`src/indexed_fifo_with_purge_top_assert.svh`:
```
// assertion macros for the indexed fifo with purge
`ifndef INDEXED_FIFO_WITH_PURGE_TOP_ASSERT_SVH
`define INDEXED_FIFO_WITH_PURGE_TOP_ASSERT_SVH

// condition on one edge implies a consequence on the same edge
`define IFP_ASSERT_IMPLIES(label, ante, cons, msg) \
    label: assert property (@(posedge clk) disable iff (!rst_n) (ante) |-> (cons)) \
        else $error(msg);

// condition must never hold
`define IFP_ASSERT_NEVER(label, cond, msg) \
    label: assert property (@(posedge clk) disable iff (!rst_n) !(cond)) \
        else $error(msg);

`endif

```
`src/ifp_pkg.sv`:
```
// shared widths, codes and types for the indexed fifo with purge
package ifp_pkg;

    localparam int KIND_W = 3;
    localparam int DATA_W = 16;
    localparam int POS_W  = 4;
    localparam int QTY_W  = 5;
    localparam int STAT_W = 2;
    localparam int FILL_W = 5;
    localparam int OP_W   = 3;

    localparam int DEF_QUEUE_DEPTH = 16;
    localparam int DEF_FIELD_WIDTH = 16;

    localparam int CMDQ_DEPTH = 2;

    // transaction kinds on the request channel
    localparam logic [KIND_W-1:0] KIND_ENQ    = 3'd0;
    localparam logic [KIND_W-1:0] KIND_DEQ    = 3'd1;
    localparam logic [KIND_W-1:0] KIND_READ   = 3'd2;
    localparam logic [KIND_W-1:0] KIND_REMOVE = 3'd3;
    localparam logic [KIND_W-1:0] KIND_PURGE  = 3'd4;

    // status codes on the response channel
    localparam logic [STAT_W-1:0] ST_OK    = 2'd0;
    localparam logic [STAT_W-1:0] ST_FULL  = 2'd1;
    localparam logic [STAT_W-1:0] ST_EMPTY = 2'd2;
    localparam logic [STAT_W-1:0] ST_RANGE = 2'd3;

    // internal operation codes after classification
    localparam logic [OP_W-1:0] OP_NOP    = 3'd0;
    localparam logic [OP_W-1:0] OP_ENQ    = 3'd1;
    localparam logic [OP_W-1:0] OP_DEQ    = 3'd2;
    localparam logic [OP_W-1:0] OP_READ   = 3'd3;
    localparam logic [OP_W-1:0] OP_REMOVE = 3'd4;
    localparam logic [OP_W-1:0] OP_PURGE  = 3'd5;

    typedef struct packed {
        logic [OP_W-1:0]   op;
        logic [DATA_W-1:0] deadline;
        logic [DATA_W-1:0] destination;
        logic [POS_W-1:0]  position;
        logic [QTY_W-1:0]  quantity;
    } cmd_t;

    typedef struct packed {
        logic [STAT_W-1:0] status;
        logic [DATA_W-1:0] out_deadline;
        logic [DATA_W-1:0] out_destination;
        logic [QTY_W-1:0]  left_over;
        logic [FILL_W-1:0] fill;
    } res_t;

    typedef struct packed {
        logic full;
        logic empty;
    } qstat_t;

endpackage

```
`src/ifp_req_if.sv`:
```
// request channel interface for the indexed fifo with purge
interface ifp_req_if import ifp_pkg::*; ();

    logic              valid;
    logic              ready;
    logic [KIND_W-1:0] kind;
    logic [DATA_W-1:0] deadline;
    logic [DATA_W-1:0] destination;
    logic [POS_W-1:0]  position;
    logic [QTY_W-1:0]  quantity;

    modport source (
        output valid,
        output kind,
        output deadline,
        output destination,
        output position,
        output quantity,
        input  ready
    );

    modport sink (
        input  valid,
        input  kind,
        input  deadline,
        input  destination,
        input  position,
        input  quantity,
        output ready
    );

endinterface

```
`src/ifp_rsp_if.sv`:
```
// response channel interface for the indexed fifo with purge
interface ifp_rsp_if import ifp_pkg::*; ();

    logic              valid;
    logic              ready;
    logic [STAT_W-1:0] status;
    logic [DATA_W-1:0] out_deadline;
    logic [DATA_W-1:0] out_destination;
    logic [QTY_W-1:0]  left_over;
    logic [FILL_W-1:0] fill;

    modport source (
        output valid,
        output status,
        output out_deadline,
        output out_destination,
        output left_over,
        output fill,
        input  ready
    );

    modport sink (
        input  valid,
        input  status,
        input  out_deadline,
        input  out_destination,
        input  left_over,
        input  fill,
        output ready
    );

endinterface

```
`src/ifp_front.sv`:
```
// front end: accepts request transactions and classifies them into commands
module ifp_front import ifp_pkg::*; (
    ifp_req_if.sink  req,
    input  qstat_t   qstat,
    output logic     push,
    output cmd_t     cmd
);

    assign req.ready = !qstat.full;
    assign push      = req.valid && !qstat.full;

    always_comb
    begin
        cmd.deadline    = req.deadline;
        cmd.destination = req.destination;
        cmd.position    = req.position;
        cmd.quantity    = req.quantity;
        case (req.kind)
            KIND_ENQ:
            begin
                cmd.op = OP_ENQ;
            end
            KIND_DEQ:
            begin
                // a dequeue is a remove at the head that also returns the entry
                cmd.op       = OP_DEQ;
                cmd.position = '0;
                cmd.quantity = QTY_W'(1);
            end
            KIND_READ:
            begin
                cmd.op = OP_READ;
            end
            KIND_REMOVE:
            begin
                cmd.op       = OP_REMOVE;
                cmd.quantity = QTY_W'(1);
            end
            KIND_PURGE:
            begin
                // zero quantity purge changes nothing
                cmd.op = (req.quantity == '0) ? OP_NOP : OP_PURGE;
            end
            default:
            begin
                cmd.op = OP_NOP;
            end
        endcase
    end

endmodule

```
`src/ifp_cmd_queue.sv`:
```
// short command queue between front and back end
module ifp_cmd_queue import ifp_pkg::*; (
    input  logic   clk,
    input  logic   rst_n,
    input  logic   push,
    input  cmd_t   push_cmd,
    input  logic   pop,
    output cmd_t   head_cmd,
    output logic   head_valid,
    output qstat_t qstat
);

    localparam int PTR_W = (CMDQ_DEPTH > 1) ? $clog2(CMDQ_DEPTH) : 1;
    localparam int CNT_W = $clog2(CMDQ_DEPTH + 1);

    cmd_t             slot_reg [CMDQ_DEPTH];
    logic [PTR_W-1:0] wptr_reg, wptr_next;
    logic [PTR_W-1:0] rptr_reg, rptr_next;
    logic [CNT_W-1:0] count_reg, count_next;

    logic do_push;
    logic do_pop;

    assign qstat.full  = (count_reg == CNT_W'(CMDQ_DEPTH));
    assign qstat.empty = (count_reg == '0);
    assign head_valid  = !qstat.empty;
    assign head_cmd    = slot_reg[rptr_reg];

    assign do_push = push && !qstat.full;
    assign do_pop  = pop && !qstat.empty;

    always_comb
    begin
        wptr_next  = wptr_reg;
        rptr_next  = rptr_reg;
        count_next = count_reg;
        if (do_push)
        begin
            wptr_next = (wptr_reg == PTR_W'(CMDQ_DEPTH - 1)) ? '0 : wptr_reg + PTR_W'(1);
        end
        if (do_pop)
        begin
            rptr_next = (rptr_reg == PTR_W'(CMDQ_DEPTH - 1)) ? '0 : rptr_reg + PTR_W'(1);
        end
        if (do_push && !do_pop)
        begin
            count_next = count_reg + CNT_W'(1);
        end
        else if (do_pop && !do_push)
        begin
            count_next = count_reg - CNT_W'(1);
        end
    end

    always_ff @(posedge clk or negedge rst_n)
    begin
        if (!rst_n)
        begin
            wptr_reg  <= '0;
            rptr_reg  <= '0;
            count_reg <= '0;
        end
        else
        begin
            wptr_reg  <= wptr_next;
            rptr_reg  <= rptr_next;
            count_reg <= count_next;
        end
    end

    always_ff @(posedge clk)
    begin
        if (do_push)
        begin
            slot_reg[wptr_reg] <= push_cmd;
        end
    end

endmodule

```
`src/ifp_back.sv`:
```
// back end: entry memory, compaction sequencer and response register
module ifp_back import ifp_pkg::*; #(
    parameter int QUEUE_DEPTH = DEF_QUEUE_DEPTH,
    parameter int FIELD_WIDTH = DEF_FIELD_WIDTH
) (
    input  logic clk,
    input  logic rst_n,
    input  cmd_t cmd,
    input  logic cmd_valid,
    output logic cmd_pop,
    output logic res_valid,
    input  logic res_ready,
    output res_t res
);

    localparam int AW = (QUEUE_DEPTH > 1) ? $clog2(QUEUE_DEPTH) : 1;
    localparam int CW = $clog2(QUEUE_DEPTH + 1);
    localparam int PW = (CW > POS_W) ? CW : POS_W;

    localparam logic [1:0] S_IDLE  = 2'd0;
    localparam logic [1:0] S_RDATA = 2'd1;
    localparam logic [1:0] S_SCAN  = 2'd2;

    logic [FIELD_WIDTH-1:0] mem_dl [QUEUE_DEPTH];
    logic [FIELD_WIDTH-1:0] mem_ds [QUEUE_DEPTH];

    logic [1:0]             state_reg, state_next;
    logic [CW-1:0]          occ_reg, occ_next;
    logic [CW-1:0]          rd_reg, rd_next;
    logic [CW-1:0]          wr_reg, wr_next;
    logic                   pend_reg, pend_next;
    logic [QTY_W-1:0]       left_reg, left_next;
    logic [OP_W-1:0]        op_reg, op_next;
    logic [FIELD_WIDTH-1:0] key_dl_reg, key_dl_next;
    logic [FIELD_WIDTH-1:0] key_ds_reg, key_ds_next;
    logic [FIELD_WIDTH-1:0] cap_dl_reg, cap_dl_next;
    logic [FIELD_WIDTH-1:0] cap_ds_reg, cap_ds_next;
    logic [FIELD_WIDTH-1:0] rdata_dl_reg;
    logic [FIELD_WIDTH-1:0] rdata_ds_reg;
    logic                   res_valid_reg, res_valid_next;
    res_t                   res_reg, res_next;

    logic                   mem_we;
    logic [AW-1:0]          mem_waddr;
    logic [FIELD_WIDTH-1:0] mem_wdl;
    logic [FIELD_WIDTH-1:0] mem_wds;
    logic                   mem_re;
    logic [AW-1:0]          mem_raddr;

    logic                   res_free;
    logic                   res_load;
    res_t                   res_data;
    logic                   hit;
    logic [PW-1:0]          pos_ext;
    logic [PW-1:0]          occ_ext;

    assign res_valid = res_valid_reg;
    assign res       = res_reg;
    assign res_free  = !res_valid_reg || res_ready;
    assign pos_ext   = PW'(cmd.position);
    assign occ_ext   = PW'(occ_reg);

    // remove and dequeue drop the first entry scanned, purge drops matching ones
    assign hit = (left_reg != '0) &&
                 ((op_reg != OP_PURGE) ||
                  ((rdata_dl_reg == key_dl_reg) && (rdata_ds_reg == key_ds_reg)));

    always_comb
    begin
        state_next     = state_reg;
        occ_next       = occ_reg;
        rd_next        = rd_reg;
        wr_next        = wr_reg;
        pend_next      = pend_reg;
        left_next      = left_reg;
        op_next        = op_reg;
        key_dl_next    = key_dl_reg;
        key_ds_next    = key_ds_reg;
        cap_dl_next    = cap_dl_reg;
        cap_ds_next    = cap_ds_reg;
        res_valid_next = res_valid_reg && !res_ready;
        res_next       = res_reg;
        mem_we         = 1'b0;
        mem_waddr      = wr_reg[AW-1:0];
        mem_wdl        = rdata_dl_reg;
        mem_wds        = rdata_ds_reg;
        mem_re         = 1'b0;
        mem_raddr      = rd_reg[AW-1:0];
        cmd_pop        = 1'b0;
        res_load       = 1'b0;
        res_data       = '{status: ST_OK, out_deadline: '0, out_destination: '0,
                           left_over: '0, fill: FILL_W'(occ_reg)};

        case (state_reg)
            S_IDLE:
            begin
                if (cmd_valid && res_free)
                begin
                    cmd_pop = 1'b1;
                    case (cmd.op)
                        OP_ENQ:
                        begin
                            res_load = 1'b1;
                            if (occ_reg == CW'(QUEUE_DEPTH))
                            begin
                                res_data.status = ST_FULL;
                            end
                            else
                            begin
                                mem_we        = 1'b1;
                                mem_waddr     = occ_reg[AW-1:0];
                                mem_wdl       = FIELD_WIDTH'(cmd.deadline);
                                mem_wds       = FIELD_WIDTH'(cmd.destination);
                                occ_next      = occ_reg + CW'(1);
                                res_data.fill = FILL_W'(occ_reg + CW'(1));
                            end
                        end
                        OP_DEQ, OP_READ, OP_REMOVE:
                        begin
                            if (occ_reg == '0)
                            begin
                                res_load        = 1'b1;
                                res_data.status = ST_EMPTY;
                            end
                            else if (pos_ext >= occ_ext)
                            begin
                                res_load        = 1'b1;
                                res_data.status = ST_RANGE;
                            end
                            else if (cmd.op == OP_READ)
                            begin
                                mem_re     = 1'b1;
                                mem_raddr  = pos_ext[AW-1:0];
                                state_next = S_RDATA;
                            end
                            else
                            begin
                                rd_next    = CW'(pos_ext);
                                wr_next    = CW'(pos_ext);
                                pend_next  = 1'b0;
                                left_next  = cmd.quantity;
                                op_next    = cmd.op;
                                state_next = S_SCAN;
                            end
                        end
                        OP_PURGE:
                        begin
                            rd_next     = '0;
                            wr_next     = '0;
                            pend_next   = 1'b0;
                            left_next   = cmd.quantity;
                            op_next     = OP_PURGE;
                            key_dl_next = FIELD_WIDTH'(cmd.deadline);
                            key_ds_next = FIELD_WIDTH'(cmd.destination);
                            state_next  = S_SCAN;
                        end
                        default:
                        begin
                            res_load = 1'b1;
                        end
                    endcase
                end
            end
            S_RDATA:
            begin
                res_load                 = 1'b1;
                res_data.out_deadline    = DATA_W'(rdata_dl_reg);
                res_data.out_destination = DATA_W'(rdata_ds_reg);
                state_next               = S_IDLE;
            end
            S_SCAN:
            begin
                // read one entry ahead while the previous one is kept or dropped
                if (rd_reg < occ_reg)
                begin
                    mem_re    = 1'b1;
                    rd_next   = rd_reg + CW'(1);
                    pend_next = 1'b1;
                end
                else
                begin
                    pend_next = 1'b0;
                end

                if (pend_reg)
                begin
                    if (hit)
                    begin
                        left_next   = left_reg - QTY_W'(1);
                        cap_dl_next = rdata_dl_reg;
                        cap_ds_next = rdata_ds_reg;
                    end
                    else
                    begin
                        mem_we  = 1'b1;
                        wr_next = wr_reg + CW'(1);
                    end
                end
                else if (rd_reg >= occ_reg)
                begin
                    occ_next      = wr_reg;
                    res_load      = 1'b1;
                    res_data.fill = FILL_W'(wr_reg);
                    if (op_reg == OP_DEQ)
                    begin
                        res_data.out_deadline    = DATA_W'(cap_dl_reg);
                        res_data.out_destination = DATA_W'(cap_ds_reg);
                    end
                    if (op_reg == OP_PURGE)
                    begin
                        res_data.left_over = left_reg;
                    end
                    state_next = S_IDLE;
                end
            end
            default:
            begin
                state_next = S_IDLE;
            end
        endcase

        if (res_load)
        begin
            res_valid_next = 1'b1;
            res_next       = res_data;
        end
    end

    always_ff @(posedge clk or negedge rst_n)
    begin
        if (!rst_n)
        begin
            state_reg     <= S_IDLE;
            occ_reg       <= '0;
            rd_reg        <= '0;
            wr_reg        <= '0;
            pend_reg      <= 1'b0;
            left_reg      <= '0;
            op_reg        <= OP_NOP;
            res_valid_reg <= 1'b0;
        end
        else
        begin
            state_reg     <= state_next;
            occ_reg       <= occ_next;
            rd_reg        <= rd_next;
            wr_reg        <= wr_next;
            pend_reg      <= pend_next;
            left_reg      <= left_next;
            op_reg        <= op_next;
            res_valid_reg <= res_valid_next;
        end
    end

    always_ff @(posedge clk)
    begin
        key_dl_reg <= key_dl_next;
        key_ds_reg <= key_ds_next;
        cap_dl_reg <= cap_dl_next;
        cap_ds_reg <= cap_ds_next;
        res_reg    <= res_next;
    end

    always_ff @(posedge clk)
    begin
        if (mem_we)
        begin
            mem_dl[mem_waddr] <= mem_wdl;
            mem_ds[mem_waddr] <= mem_wds;
        end
        if (mem_re)
        begin
            rdata_dl_reg <= mem_dl[mem_raddr];
            rdata_ds_reg <= mem_ds[mem_raddr];
        end
    end

endmodule

```
`src/indexed_fifo_with_purge_top.sv`:
```
// enqueue, errors and no-op kinds pass the command queue and the response register, a read
// also the memory read register; dequeue, remove and purge first scan from the start index
// to the fill: the compaction pass reads one entry per cycle and writes back each kept entry
// throughput: one per cycle for enqueue and errors while responses are taken; a read or a
// compaction keeps the back end busy until it responds; a 2-entry command queue absorbs requests
// reset clears occupancy, the command queue and the response valid flag, not the entries
`include "indexed_fifo_with_purge_top_assert.svh"

// top level of the indexed fifo with purge
module indexed_fifo_with_purge_top import ifp_pkg::*; #(
    parameter int QUEUE_DEPTH = DEF_QUEUE_DEPTH,
    parameter int FIELD_WIDTH = DEF_FIELD_WIDTH
) (
    input  logic       clk,
    input  logic       rst_n,
    ifp_req_if.sink    req,
    ifp_rsp_if.source  rsp
);

    qstat_t qstat;
    logic   push;
    cmd_t   push_cmd;
    cmd_t   head_cmd;
    logic   head_valid;
    logic   pop;
    res_t   res;

    ifp_front u_front (
        .req   (req),
        .qstat (qstat),
        .push  (push),
        .cmd   (push_cmd)
    );

    ifp_cmd_queue u_cmd_queue (
        .clk        (clk),
        .rst_n      (rst_n),
        .push       (push),
        .push_cmd   (push_cmd),
        .pop        (pop),
        .head_cmd   (head_cmd),
        .head_valid (head_valid),
        .qstat      (qstat)
    );

    ifp_back #(
        .QUEUE_DEPTH (QUEUE_DEPTH),
        .FIELD_WIDTH (FIELD_WIDTH)
    ) u_back (
        .clk       (clk),
        .rst_n     (rst_n),
        .cmd       (head_cmd),
        .cmd_valid (head_valid),
        .cmd_pop   (pop),
        .res_valid (rsp.valid),
        .res_ready (rsp.ready),
        .res       (res)
    );

    assign rsp.status          = res.status;
    assign rsp.out_deadline    = res.out_deadline;
    assign rsp.out_destination = res.out_destination;
    assign rsp.left_over       = res.left_over;
    assign rsp.fill            = res.fill;

    `IFP_ASSERT_IMPLIES(a_full_fill, rsp.valid && (rsp.status == ST_FULL),
        rsp.fill == FILL_W'(QUEUE_DEPTH), "full status with queue not full")

    `IFP_ASSERT_IMPLIES(a_empty_fill, rsp.valid && (rsp.status == ST_EMPTY),
        rsp.fill == '0, "empty status with entries present")

    `IFP_ASSERT_NEVER(a_err_data, rsp.valid && (rsp.status != ST_OK) &&
        ((rsp.out_deadline != '0) || (rsp.out_destination != '0) || (rsp.left_over != '0)),
        "error response carries data")

    `IFP_ASSERT_NEVER(a_pop_empty, pop && !head_valid, "back end popped an empty command queue")

endmodule

```
`src/flat_wrapper.sv`:
```
// flat-port wrapper written by rule: the top's interface ports become plain ports
module indexed_fifo_with_purge_top_flat import ifp_pkg::*;
#(
    parameter int QUEUE_DEPTH = DEF_QUEUE_DEPTH,
    parameter int FIELD_WIDTH = DEF_FIELD_WIDTH
)
  (clk, rst_n, req_valid, req_kind, req_deadline, req_destination, req_position, req_quantity, req_ready, rsp_valid, rsp_status, rsp_out_deadline, rsp_out_destination, rsp_left_over, rsp_fill, rsp_ready);
  ifp_req_if req_i ();
  ifp_rsp_if rsp_i ();
  input  logic clk;
  input  logic rst_n;
  input wire logic [$bits(req_i.valid)-1:0] req_valid;
  input wire logic [$bits(req_i.kind)-1:0] req_kind;
  input wire logic [$bits(req_i.deadline)-1:0] req_deadline;
  input wire logic [$bits(req_i.destination)-1:0] req_destination;
  input wire logic [$bits(req_i.position)-1:0] req_position;
  input wire logic [$bits(req_i.quantity)-1:0] req_quantity;
  output wire logic [$bits(req_i.ready)-1:0] req_ready;
  output wire logic [$bits(rsp_i.valid)-1:0] rsp_valid;
  output wire logic [$bits(rsp_i.status)-1:0] rsp_status;
  output wire logic [$bits(rsp_i.out_deadline)-1:0] rsp_out_deadline;
  output wire logic [$bits(rsp_i.out_destination)-1:0] rsp_out_destination;
  output wire logic [$bits(rsp_i.left_over)-1:0] rsp_left_over;
  output wire logic [$bits(rsp_i.fill)-1:0] rsp_fill;
  input wire logic [$bits(rsp_i.ready)-1:0] rsp_ready;
  assign req_i.valid = req_valid;
  assign req_i.kind = req_kind;
  assign req_i.deadline = req_deadline;
  assign req_i.destination = req_destination;
  assign req_i.position = req_position;
  assign req_i.quantity = req_quantity;
  assign req_ready = req_i.ready;
  assign rsp_valid = rsp_i.valid;
  assign rsp_status = rsp_i.status;
  assign rsp_out_deadline = rsp_i.out_deadline;
  assign rsp_out_destination = rsp_i.out_destination;
  assign rsp_left_over = rsp_i.left_over;
  assign rsp_fill = rsp_i.fill;
  assign rsp_i.ready = rsp_ready;
  indexed_fifo_with_purge_top #(.QUEUE_DEPTH(QUEUE_DEPTH), .FIELD_WIDTH(FIELD_WIDTH)) u_core (.clk(clk), .rst_n(rst_n), .req(req_i), .rsp(rsp_i));
endmodule
```
`config.mk`:
```
export PLATFORM = sky130hd
export DESIGN_NAME = indexed_fifo_with_purge_top_flat
export DESIGN_NICKNAME = d
export VERILOG_FILES = /design/src/ifp_pkg.sv /design/src/ifp_req_if.sv /design/src/ifp_rsp_if.sv /design/src/ifp_front.sv /design/src/ifp_cmd_queue.sv /design/src/ifp_back.sv /design/src/indexed_fifo_with_purge_top.sv /design/src/flat_wrapper.sv
export VERILOG_INCLUDE_DIRS = /design/src /design/src/src
export SDC_FILE = /design/constraint.sdc
export NUM_CORES = 1
export LEC_CHECK = 0
export ABC_AREA = 1
export CAP_MARGIN = 0
export CORE_AREA = 8 8 284 286
export CTS_BUF_LIST = sky130_fd_sc_hd__clkbuf_8
export CTS_CLUSTER_SIZE = 10
export DETAILED_ROUTE_END_ITERATION = 10
export DIE_AREA = 0 0 292 294
export DONT_BUFFER_PORTS = 1
export GPL_TIMING_DRIVEN = 1
export PLACE_DENSITY_LB_ADDON = 0.1
export SYNTH_ARGS = -nofsm -noshare
export SYNTH_HDL_FRONTEND = slang
export SYNTH_SLANG_ARGS = --single-unit
```
`constraint.sdc`:
```
create_clock -name clk -period 10.05 [get_ports clk]
set_input_delay 1.5075 -clock clk [delete_from_list [all_inputs] [get_ports clk]]
set_output_delay 1.5075 -clock clk [all_outputs]
set_load 0.005 [all_outputs]
```
After elaboration in Yosys (flattened, before gate mapping)
Memory sizes are Yosys's and may differ from the RTL's. A register that Yosys moved wholly into a read port is not among the register bits.
Index checks and enable logic that the tools add are counted.
{ "classes": {"eq_ne": 32, "bitwise_logic": 3, "n_lt_le_gt_ge": 3, "add_sub_neg": 8, "muxes": 105, "reduce_logical": 39} }
{ "op_table": {"columns": ["op", "count"], "rows": [
  ["2-to-1 mux 16 bit", 8],
  ["2-to-1 mux 5 bit", 20],
  ["2-to-1 mux 42 bit", 2],
  ["one-hot mux 5 bit (2 select lines)", 7],
  ["one-hot mux 32 bit (2 select lines)", 1],
  ["2-to-1 mux 4 bit", 11],
  ["== test 16 bit", 2],
  ["2-to-1 mux 32 bit", 1],
  ["2-to-1 mux 1 bit", 30],
  ["2-to-1 mux 2 bit", 10],
  ["inequality test 2 bit (second input constant)", 10],
  ["AND reduction 6 bit", 3],
  ["AND reduction 8 bit", 2],
  ["adder 5 x 1 -> 5 bit (second input constant)", 3],
  ["== test 3 x 2 -> 1 bit (second input constant)", 5],
  ["one-hot mux 3 bit (5 select lines)", 1],
  ["== test 3 bit (second input constant)", 4],
  ["2-to-1 mux 3 bit", 4],
  ["inequality test 3 bit (second input constant)", 4],
  ["one-hot mux 2 bit (2 select lines)", 3],
  ["zero test 5 bit", 2],
  ["one-hot mux 1 bit (2 select lines)", 5],
  ["logical AND 1 bit", 9],
  ["AND reduction 3 bit", 3],
  ["26 further kinds", 40]
]} }
{ "word_totals": {"mem_count": 3, "ff_bits": 139, "out_inout_bits": 46, "input_bits": 48, "ram_bits": 600} }
{ "mem_list": {"columns": ["memory", "words", "width", "read_ports", "rd_ports_with_merged_regs", "wr", "line", "source"], "rows": [
  ["u_core.u_back.mem_dl", 16, 16, 1, 1, 1, "ifp_back.sv:24", "logic [FIELD_WIDTH-1:0] mem_dl [QUEUE_DEPTH];"],
  ["u_core.u_back.mem_ds", 16, 16, 1, 1, 1, "ifp_back.sv:25", "logic [FIELD_WIDTH-1:0] mem_ds [QUEUE_DEPTH];"],
  ["u_core.u_cmd_queue.slot_reg", 2, 44, 1, 0, 1, "ifp_cmd_queue.sv:16", "cmd_t slot_reg [CMDQ_DEPTH];"]
]} }

Logic depth before layout (Yosys ltp)
Gate-level depths: netlist of run 1.
{ "depth": {"ltp_word": 9, "depth_mapped": 21, "mapped_depth_nobuf": 20} }

Modules after synthesis
A second synthesis of run 1 with hierarchy kept.
{ "unflattened": {"cells_unflattened": 3158, "hier_area_um2": 34205.3} }
{ "by_module_without_submodules": {"columns": ["module", "area_each_um2", "n_inst", "seq_area_each_um2", "cells_per_inst"], "rows": [
  ["ifp_back", 30355.4, 1, 20254.4, 2828],
  ["ifp_cmd_queue", 3452.1, 1, 2742.6, 262],
  ["ifp_front", 397.9, 1, 0.0, 68]
]} }

Worst setup path after synthesis of run 1
Ideal clock, no wire load.
{ "synth_timing": {"path_kind": "input port to flip-flop", "startpoint": "in rsp_ready", "endpoint": "reg u_core.u_back.res_reg, in the netlist u_core.u_back.res[0], enable pin", "stages": 6, "arrival_ps": 4154, "setup_slack_ps": 5435, "path_buffers": 0, "cell_sequence": "inv_1 nand2_1 nand2_2 nor2_8 o211ai_1 a21oi_1"} }
{ "synth_between": {"elab_chain_len": 4} }
{ "synth_lines": {"columns": ["element", "line", "source"], "rows": [
  ["from (decl)", "flat_wrapper.sv:25", "input wire logic [$bits(rsp_i.ready)-1:0] rsp_ready;"],
  ["logical OR 1 bit", "ifp_back.sv:59", "assign res_free = !res_valid_reg || res_ready;"],
  ["logical AND 1 bit", "ifp_back.sv:97", "if (cmd_valid && res_free)"],
  ["2-to-1 mux 1 bit", "ifp_back.sv:97", null],
  ["one-hot mux 1 bit (3 select lines)", "ifp_back.sv:94", "case (state_reg)"],
  ["named net u_core.u_back.res_load", "ifp_back.sv:51", "logic res_load;"],
  ["to (signal assigned)", "ifp_back.sv:261", "res_reg <= res_next;"],
  ["to (decl)", "ifp_back.sv:41", "res_t res_reg, res_next;"]
]} }
The timed path passes the listed nets, and every way through them passes these cells.
A chain may end at the register's enable or synchronous reset.

Worst setup path after layout of run 1
{ "layout_timing": {"startpoint": "reg u_core.u_cmd_queue.rptr_reg", "endpoint": "reg u_core.u_back.rdata_ds_reg[4] (read register of u_core.u_back.mem_ds) (data pin)"} }
{ "layout_between": {"elab_chain_len": 8, "word_cells_on_any_way": 18, "classes_between": "order compare (1); eq/ne (3); mux (12); reduce/logical (1); memory (1)"} }
{ "layout_lines": {"columns": ["element", "line", "source"], "rows": [
  ["from (decl)", "ifp_cmd_queue.sv:18", "logic [PTR_W-1:0] rptr_reg, rptr_next;"],
  ["from (signal assigned)", "ifp_cmd_queue.sv:66", "rptr_reg <= rptr_next;"],
  ["memory (2 x 44 bit) *", null, null],
  ["branches (longest 7 deep; another with greater-or-equal comparator 4 x 5 -> 1 bit)", null, null],
  ["to (decl)", "ifp_back.sv:39", "logic [FIELD_WIDTH-1:0] rdata_ds_reg;"]
]} }
Every way passes the cells marked *.

==> flow_summary.yaml, run 1 <==
timing:
  setup_slack_ps: 4709
  max_slew_margin_pct: 8.153
  finClkSkew_ps: 28.06
  fmax_mhz: 187.2
  rsz0062_at_grt: "false"
  hold_viol: 0
  tns_ps: 0
  whs_ps: 415.9
  setup_viol: 0
  tightest_slew_ps: 1371
  period_share_pct: 53.14
  slew_violations: 0
  period_needed_ps: 5341
clock_tree:
  cts_tree: "built"
  clk_latency_ps: 780
  h-tree-depth: 4
  postCtsSetupBuffers: 0
  clkSinkCount: 771
  cts_root_buf: "clkbuf_8"
  cts_hold_buf: 0
  cts_buffers: 134
  clk_pin_slew_ps: 60
  cts_resized: 0
  clock_path_buffers: 3
synth:
  synth_top_cell_by_area: "edfxtp_1"
  avgSynthCellArea_um2: 10.83
  netlist_area_um2: 33860
  netlist-cell-type-count: 45
  ys_top_cells_by_area: "edfxtp_1 66%, nand3_1 8.5%, nand2_1 7.6%, inv_1 5.6%, dfrtp_1 2.3%"
  yosysWarnings: 0
  synth_fa_ha_area_share_pct: 0.7389
  synthTopCellsByCount: "740 x edfxtp_1, 684 x nand2_1, 572 x nand3_1, 505 x inv_1, 97 x nor2_1"
  synth_top_family_by_area: "simple AND/OR/NAND/NOR gates"
  synth_fp_nets: 3196
  synth_compound_area_share_pct: 2.450
  ys_ff_latch: 771
  yosysSeqAreaShare_pct: 67.91
  synthMuxAreaShare_pct: 0.05911
  synthCells: 3128
  synth.most_common_cell: "edfxtp_1"
  yosys.area_share.simple_pct: 20.18
  synthArstFlopShare_pct: 4.021
  synth_edf_count: 740
  synth-xor-area-share_pct: 0.6466
  synth_top_area_share_pct: 65.62
  ys.flop_type: "edfxtp_1"
global_routing:
  grt.total_usage_pct: 21.41
  grt_max_degree: 88
  globalRouteOverflowTotal: 0
  first_global_vias: 22280
  grt_pass1_wl_um: 138400
  antenna_found_initial: 3
placement:
  pre_cts_ws_ps: 4682
  place_congestion: 0.8126
  hpwl_um: 51900
  portBuffers: 0
  place_inst: 4035
worst_setup_path:
  r2r-start: "u_core.u_cmd_queue.rptr_reg$_DFFE_PN0P_"
  crit_arrival_ps: 5860
  r2r-end: "u_core.u_back.rdata_ds_reg[4]$_DFFE_PP_"
  worstRegToRegCells: 17
  critPathRequiredTime_ps: 10570
  cp_max_fo: 87
  critPathKind: "flip-flop to flip-flop"
  startpoint_type: "flip-flop"
  crit_path_start: "u_core.u_cmd_queue.rptr_reg$_DFFE_PN0P_"
  rrSetupSlack_ps: 4710
  worst_setup_path_end_kind: "flip-flop"
route:
  vias: 22540
  first_pass_iters: 6
  drt_iter0_markers: 1904
  routed_wirelength_um: 92550
  ant_nets: 0
  via_per_inst: 5.274
  wl_per_cell_um: 21.66
  drc: 0
layout:
  num-nets-final: 3252
  fillers: 6882
  drive_above_1_share_pct: 9.451
  final_cell_count_no_fill: 4273
  area_growth_pct: 10.88
die:
  fp.dieH_um: 294
  rows: 102
  start_util_pct: 44.30
  die_area_um2: 85850
  ioPinCount: 94
  die_w_um: 292
  core_area_um2: 76450
outcome:
  outcome: "complete, no violations"
power:
  leakagePower_nw: 15.14
  peakVddDrop_mv: 0.1986
  powerDensity_nw_per_um2: 320.6
  power_mw: 12.04
min_path:
  hp-class: "input pin to async pin"
job:
  max_cap_violations: 0
==> worst max-delay path, stage by stage, from the launching register on <==
cell and delay, ps:
dfrtp_2 610, buf_4 440, mux2i_1 240, inv_1 120
ha_1 360, nand2_1 70, nand2_1 40, nand2_1 60
nand3_1 100, nor2_1 250, nand3_4 610, nand2_4 660
buf_4 830, nand2_1 120, nand3_1 110, nand3_1 120
nand3_1 130, nand2_1 80
==> power by group <==
part           total (mW)  internal, mW  switching (mW)
sequential           4.93          4.58           0.358
combinational        4.48          1.16            3.32
clock                2.62          1.34            1.29
total                12.0          7.08            4.96
==> area by class of cell <==
cell class	count	area [um^2]	share of cell area (%)
Antenna cell	5	12.51	0.03332
Clock buffer	139	1913	5.095
Clock inverter	93	491.7	1.310
Inverter	517	1942	5.172
Multi-Input combinational cell	1688	8414	22.41
Sequential cell	771	23000	61.25
Tap cell	988	1236	3.292
Timing Repair Buffer	72	540.5	1.440
==> how the worst max path moves through the flow <==
| stage | to | slack (ps) |
|---|---|---|
| global placement | u_core.u_back.rdata_ds_reg[4]$_DFFE_PP_ | 4780 |
| global route | u_core.u_back.rdata_ds_reg[4]$_DFFE_PP_ | 4270 |
| floorplan | u_core.u_back.res[0]$_DFFE_PP_ | 5430 |
| CTS | u_core.u_back.rdata_ds_reg[4]$_DFFE_PP_ | 4660 |
| finish | u_core.u_back.rdata_ds_reg[4]$_DFFE_PP_ | 4710 |
| detailed placement | u_core.u_back.rdata_ds_reg[4]$_DFFE_PP_ | 4680 |
==> logic make-up after synthesis <==
logic type,Yosys count
fa+ha+maj,20
buf+inv,669
simple gates,1492
xor+xnor,25
flops,771
mux,2
compound gates,149
==> cell usage in the layout, fill, tap and decap left out, drive strengths merged, types with 31 or more instances in the layout <==
cell type and n:
a21oi 48, buf 72, clkbuf 139, clkinv 39, dfrtp 31, edfxtp 740
inv 565, nand2 687, nand3 577, nand3b 96, nor2 102, o21ai 67
==> through the flow <==
step / instance area, um^2 / util (%)
after floorplan: 33870 / -
after global placement: 35120 / 45.94
after global routing: 37540 / 49.11
after detailed placement: 35120 / 45.94
final: 37550 / 49.12
after CTS: 37520 / 49.08
==> per-layer routing <==
metal / up-vias / GRT usage [%] / part of all wire [%]
met2: 769 / 34.03 / 46
li1: 10620 / - / -
met1: 10970 / 29.32 / 45
met5: - / 0 / 0
met4: 0 / 7.398 / 2.6
met3: 174 / 4.253 / 6.7
(Power assumes the default switching activity.)
==> inputs of run 2 (changes only) <==
Settings changed: ABC_AREA 1 to 0, CORE_AREA 8 8 284 286 to 8 8 278 280, DIE_AREA 0 0 292 294 to 0 0 286 288.
Clock period 10.05 ns to 4.74 ns, I/O delays scaled along.
==> run 2 against run 1 <==
Effect of this change: synthesized cell count down 32%; critical path depth down 5; register-to-register slack worse by 4200 ps; sequential power up 110%; sequential cell count unchanged; clock power up 110%; setup slack worse by 4200 ps; final area down 2.4%; fmax up 28%; count of clock-buffer cells in the layout down 6; largest cell class unchanged; highest routed layer unchanged.
==> flow_summary.yaml, run 2 <==
outcome:
  outcome: "complete, no violations"
clock_tree:
  cts_buffers: 131
  clkSinkCount: 771
  cts_resized: 0
  cts_root_buf: "clkbuf_8"
  cts_hold_buf: 34
  postCtsSetupBuffers: 0
  cts_tree: "built"
  clk_pin_slew_ps: 60
  clk_latency_ps: 770
  h-tree-depth: 4
  clock_path_buffers: 3
timing:
  tightest_slew_ps: 1066
  rsz0062_at_grt: "false"
  period_needed_ps: 4185
  slew_violations: 0
  fmax_mhz: 238.9
  tns_ps: 0
  whs_ps: 177.1
  finClkSkew_ps: 37.92
  setup_viol: 0
  hold_viol: 0
  setup_slack_ps: 554.8
  period_share_pct: 88.30
  max_slew_margin_pct: 28.63
synth:
  ys.flop_type: "edfxtp_1"
  yosysWarnings: 0
  synth_top_area_share_pct: 68.52
  yosysSeqAreaShare_pct: 70.91
  synth_fp_nets: 2200
  synthArstFlopShare_pct: 4.021
  synth_edf_count: 740
  synthTopCellsByCount: "740 x edfxtp_1, 233 x nand2_1, 198 x mux2i_1, 84 x a21oi_1"
  netlist_area_um2: 32430
  synth.most_common_cell: "edfxtp_1"
  synthCells: 2132
  avgSynthCellArea_um2: 15.21
  netlist-cell-type-count: 64
  ys_top_cells_by_area: "edfxtp_1 69%, mux2i_1 6.1%, nand2_1 2.7%, mux2_2 2.6%, dfrtp_1 2.4%"
  synth_top_cell_by_area: "edfxtp_1"
  ys_ff_latch: 771
layout:
  area_growth_pct: 12.95
  drive_above_1_share_pct: 14.96
  final_cell_mix: "740 x edfxtp_1, 231 x nand2_1, 198 x mux2i_1, 133 x clkbuf_8, 84 x a21oi_1"
  final_area_um2: 36630
  fillers: 6107
  num-nets-final: 2300
  multi_input_area_um2: 8882
  final_common_cell: "edfxtp_1"
  seq_area_um2: 23000
global_routing:
  grt_max_degree: 119
  antenna_found_initial: 6
  globalRouteMet1Util_pct: 28.43
  grtUsageMet2_pct: 33.74
  top_usage_layer: "met2"
  grtUsageMet3_pct: 4.462
  grt.total_usage_pct: 21.03
  first_global_vias: 19540
  globalRouteOverflowTotal: 0
  grt_pass1_wl_um: 129100
die:
  core_area_um2: 72590
  die_w_um: 286
  die_area_um2: 82370
  rows: 99
  ioPinCount: 94
  start_util_pct: 44.68
  fp.dieH_um: 288
placement:
  hpwl_um: 49710
  place_area_um2: 33890
  pre_cts_ws_ps: 635.7
  portBuffers: 0
  place_congestion: 0.8078
route:
  routed_wirelength_um: 87840
  drc: 0
  first_pass_iters: 5
  via_per_inst: 5.930
  vias: 19490
  ant_nets: 0
  wl_per_cell_um: 26.72
  drt_iter0_markers: 1636
power:
  leakagePower_nw: 12.83
  peakVddDrop_mv: 0.6612
  powerDensity_nw_per_um2: 655.7
worst_setup_path:
  worst_setup_path_end_kind: "flip-flop"
  crit_arrival_ps: 4690
  critPathKind: "flip-flop to flip-flop"
  critPathRequiredTime_ps: 5240
  cp_max_fo: 64
  startpoint_type: "flip-flop"
job:
  max_cap_violations: 0
min_path:
  hp-class: "input pin to flip-flop"
run 2: stage by stage:
stage / utilization, % / power (mW) / cells
after CTS: 50.46 / 24.15 / 3285
after detailed placement: 46.69 / 18.57 / 3024
final: 50.46 / 24.02 / 3287
after floorplan: - / 15.66 / 2132
after global placement: 46.69 / 18.38 / 3024
after global routing: 50.46 / 25.15 / 3287
run 2: layout make-up:
type                            instances  share of cell area (%)
Antenna cell                            2                 0.01366
Clock buffer                          133                   4.997
Clock inverter                         94                   1.520
Inverter                               26                  0.2664
Multi-Input combinational cell       1197                   24.25
Sequential cell                       771                   62.79
Tap cell                              959                   3.276
Timing Repair Buffer                  105                   2.890
run 2: logic make-up after synthesis:
kind of cell | Yosys count | share of synthesized area [%]
DFF | 771 | 70.91
AOI/OAI and AO/OA | 475 | 10.66
and+or+nand+nor | 389 | 5.455
muxes | 272 | 8.681
buffers and inverters | 164 | 2.407
xor gates and xnor gates | 41 | 1.107
adders and majority gates | 20 | 0.7716
run 2: power breakdown:
part	leakage (nW)	switching [mW]	internal, mW
registers	7.12	0.792	9.57
clock network	1.37	2.66	2.84
logic	4.34	5.51	2.65
run 2: worst max-delay path: stages, from the launching register on:
cell      delay (ps)
dfrtp_2          440
mux2i_1          410
inv_1            160
ha_1             350
o31a_4           380
o41ai_4           60
buf_4            210
buf_4            690
a21oi_1          130
a311oi_1         260
o22a_1           250
o221ai_1         140
or3_1            400
run 2: final timing paths:
kind                                                              start                                     endpoint  slack (ps)  depth (start not counted)
worst min register to register      u_core.u_back.op_reg[0]$_DFFE_PN0P_          u_core.u_back.op_reg[0]$_DFFE_PN0P_         500                          1
worst max register to register  u_core.u_cmd_queue.rptr_reg$_DFFE_PN0P_      u_core.u_back.rdata_ds_reg[3]$_DFFE_PP_         550                         12
min in group asynchronous                                         rst_n         u_core.u_back.occ_ext[4]$_DFFE_PN0P_         420                          2
max in group asynchronous                                         rst_n          u_core.u_back.rd_reg[0]$_DFFE_PN0P_        4110                          2
worst max-delay path            u_core.u_cmd_queue.rptr_reg$_DFFE_PN0P_      u_core.u_back.rdata_ds_reg[3]$_DFFE_PP_         550                         12
worst min-delay path                                    req_quantity[1]  u_core.u_cmd_queue.slot_reg[1][1]$_DFFE_PP_         180                          1
run 2: routing by layer:
metal  share of wire (%)  routed length [um]
met5                   0                   0
met4                 2.3                2016
met3                 7.3                6442
met2                  47               41640
met1                  43               37740
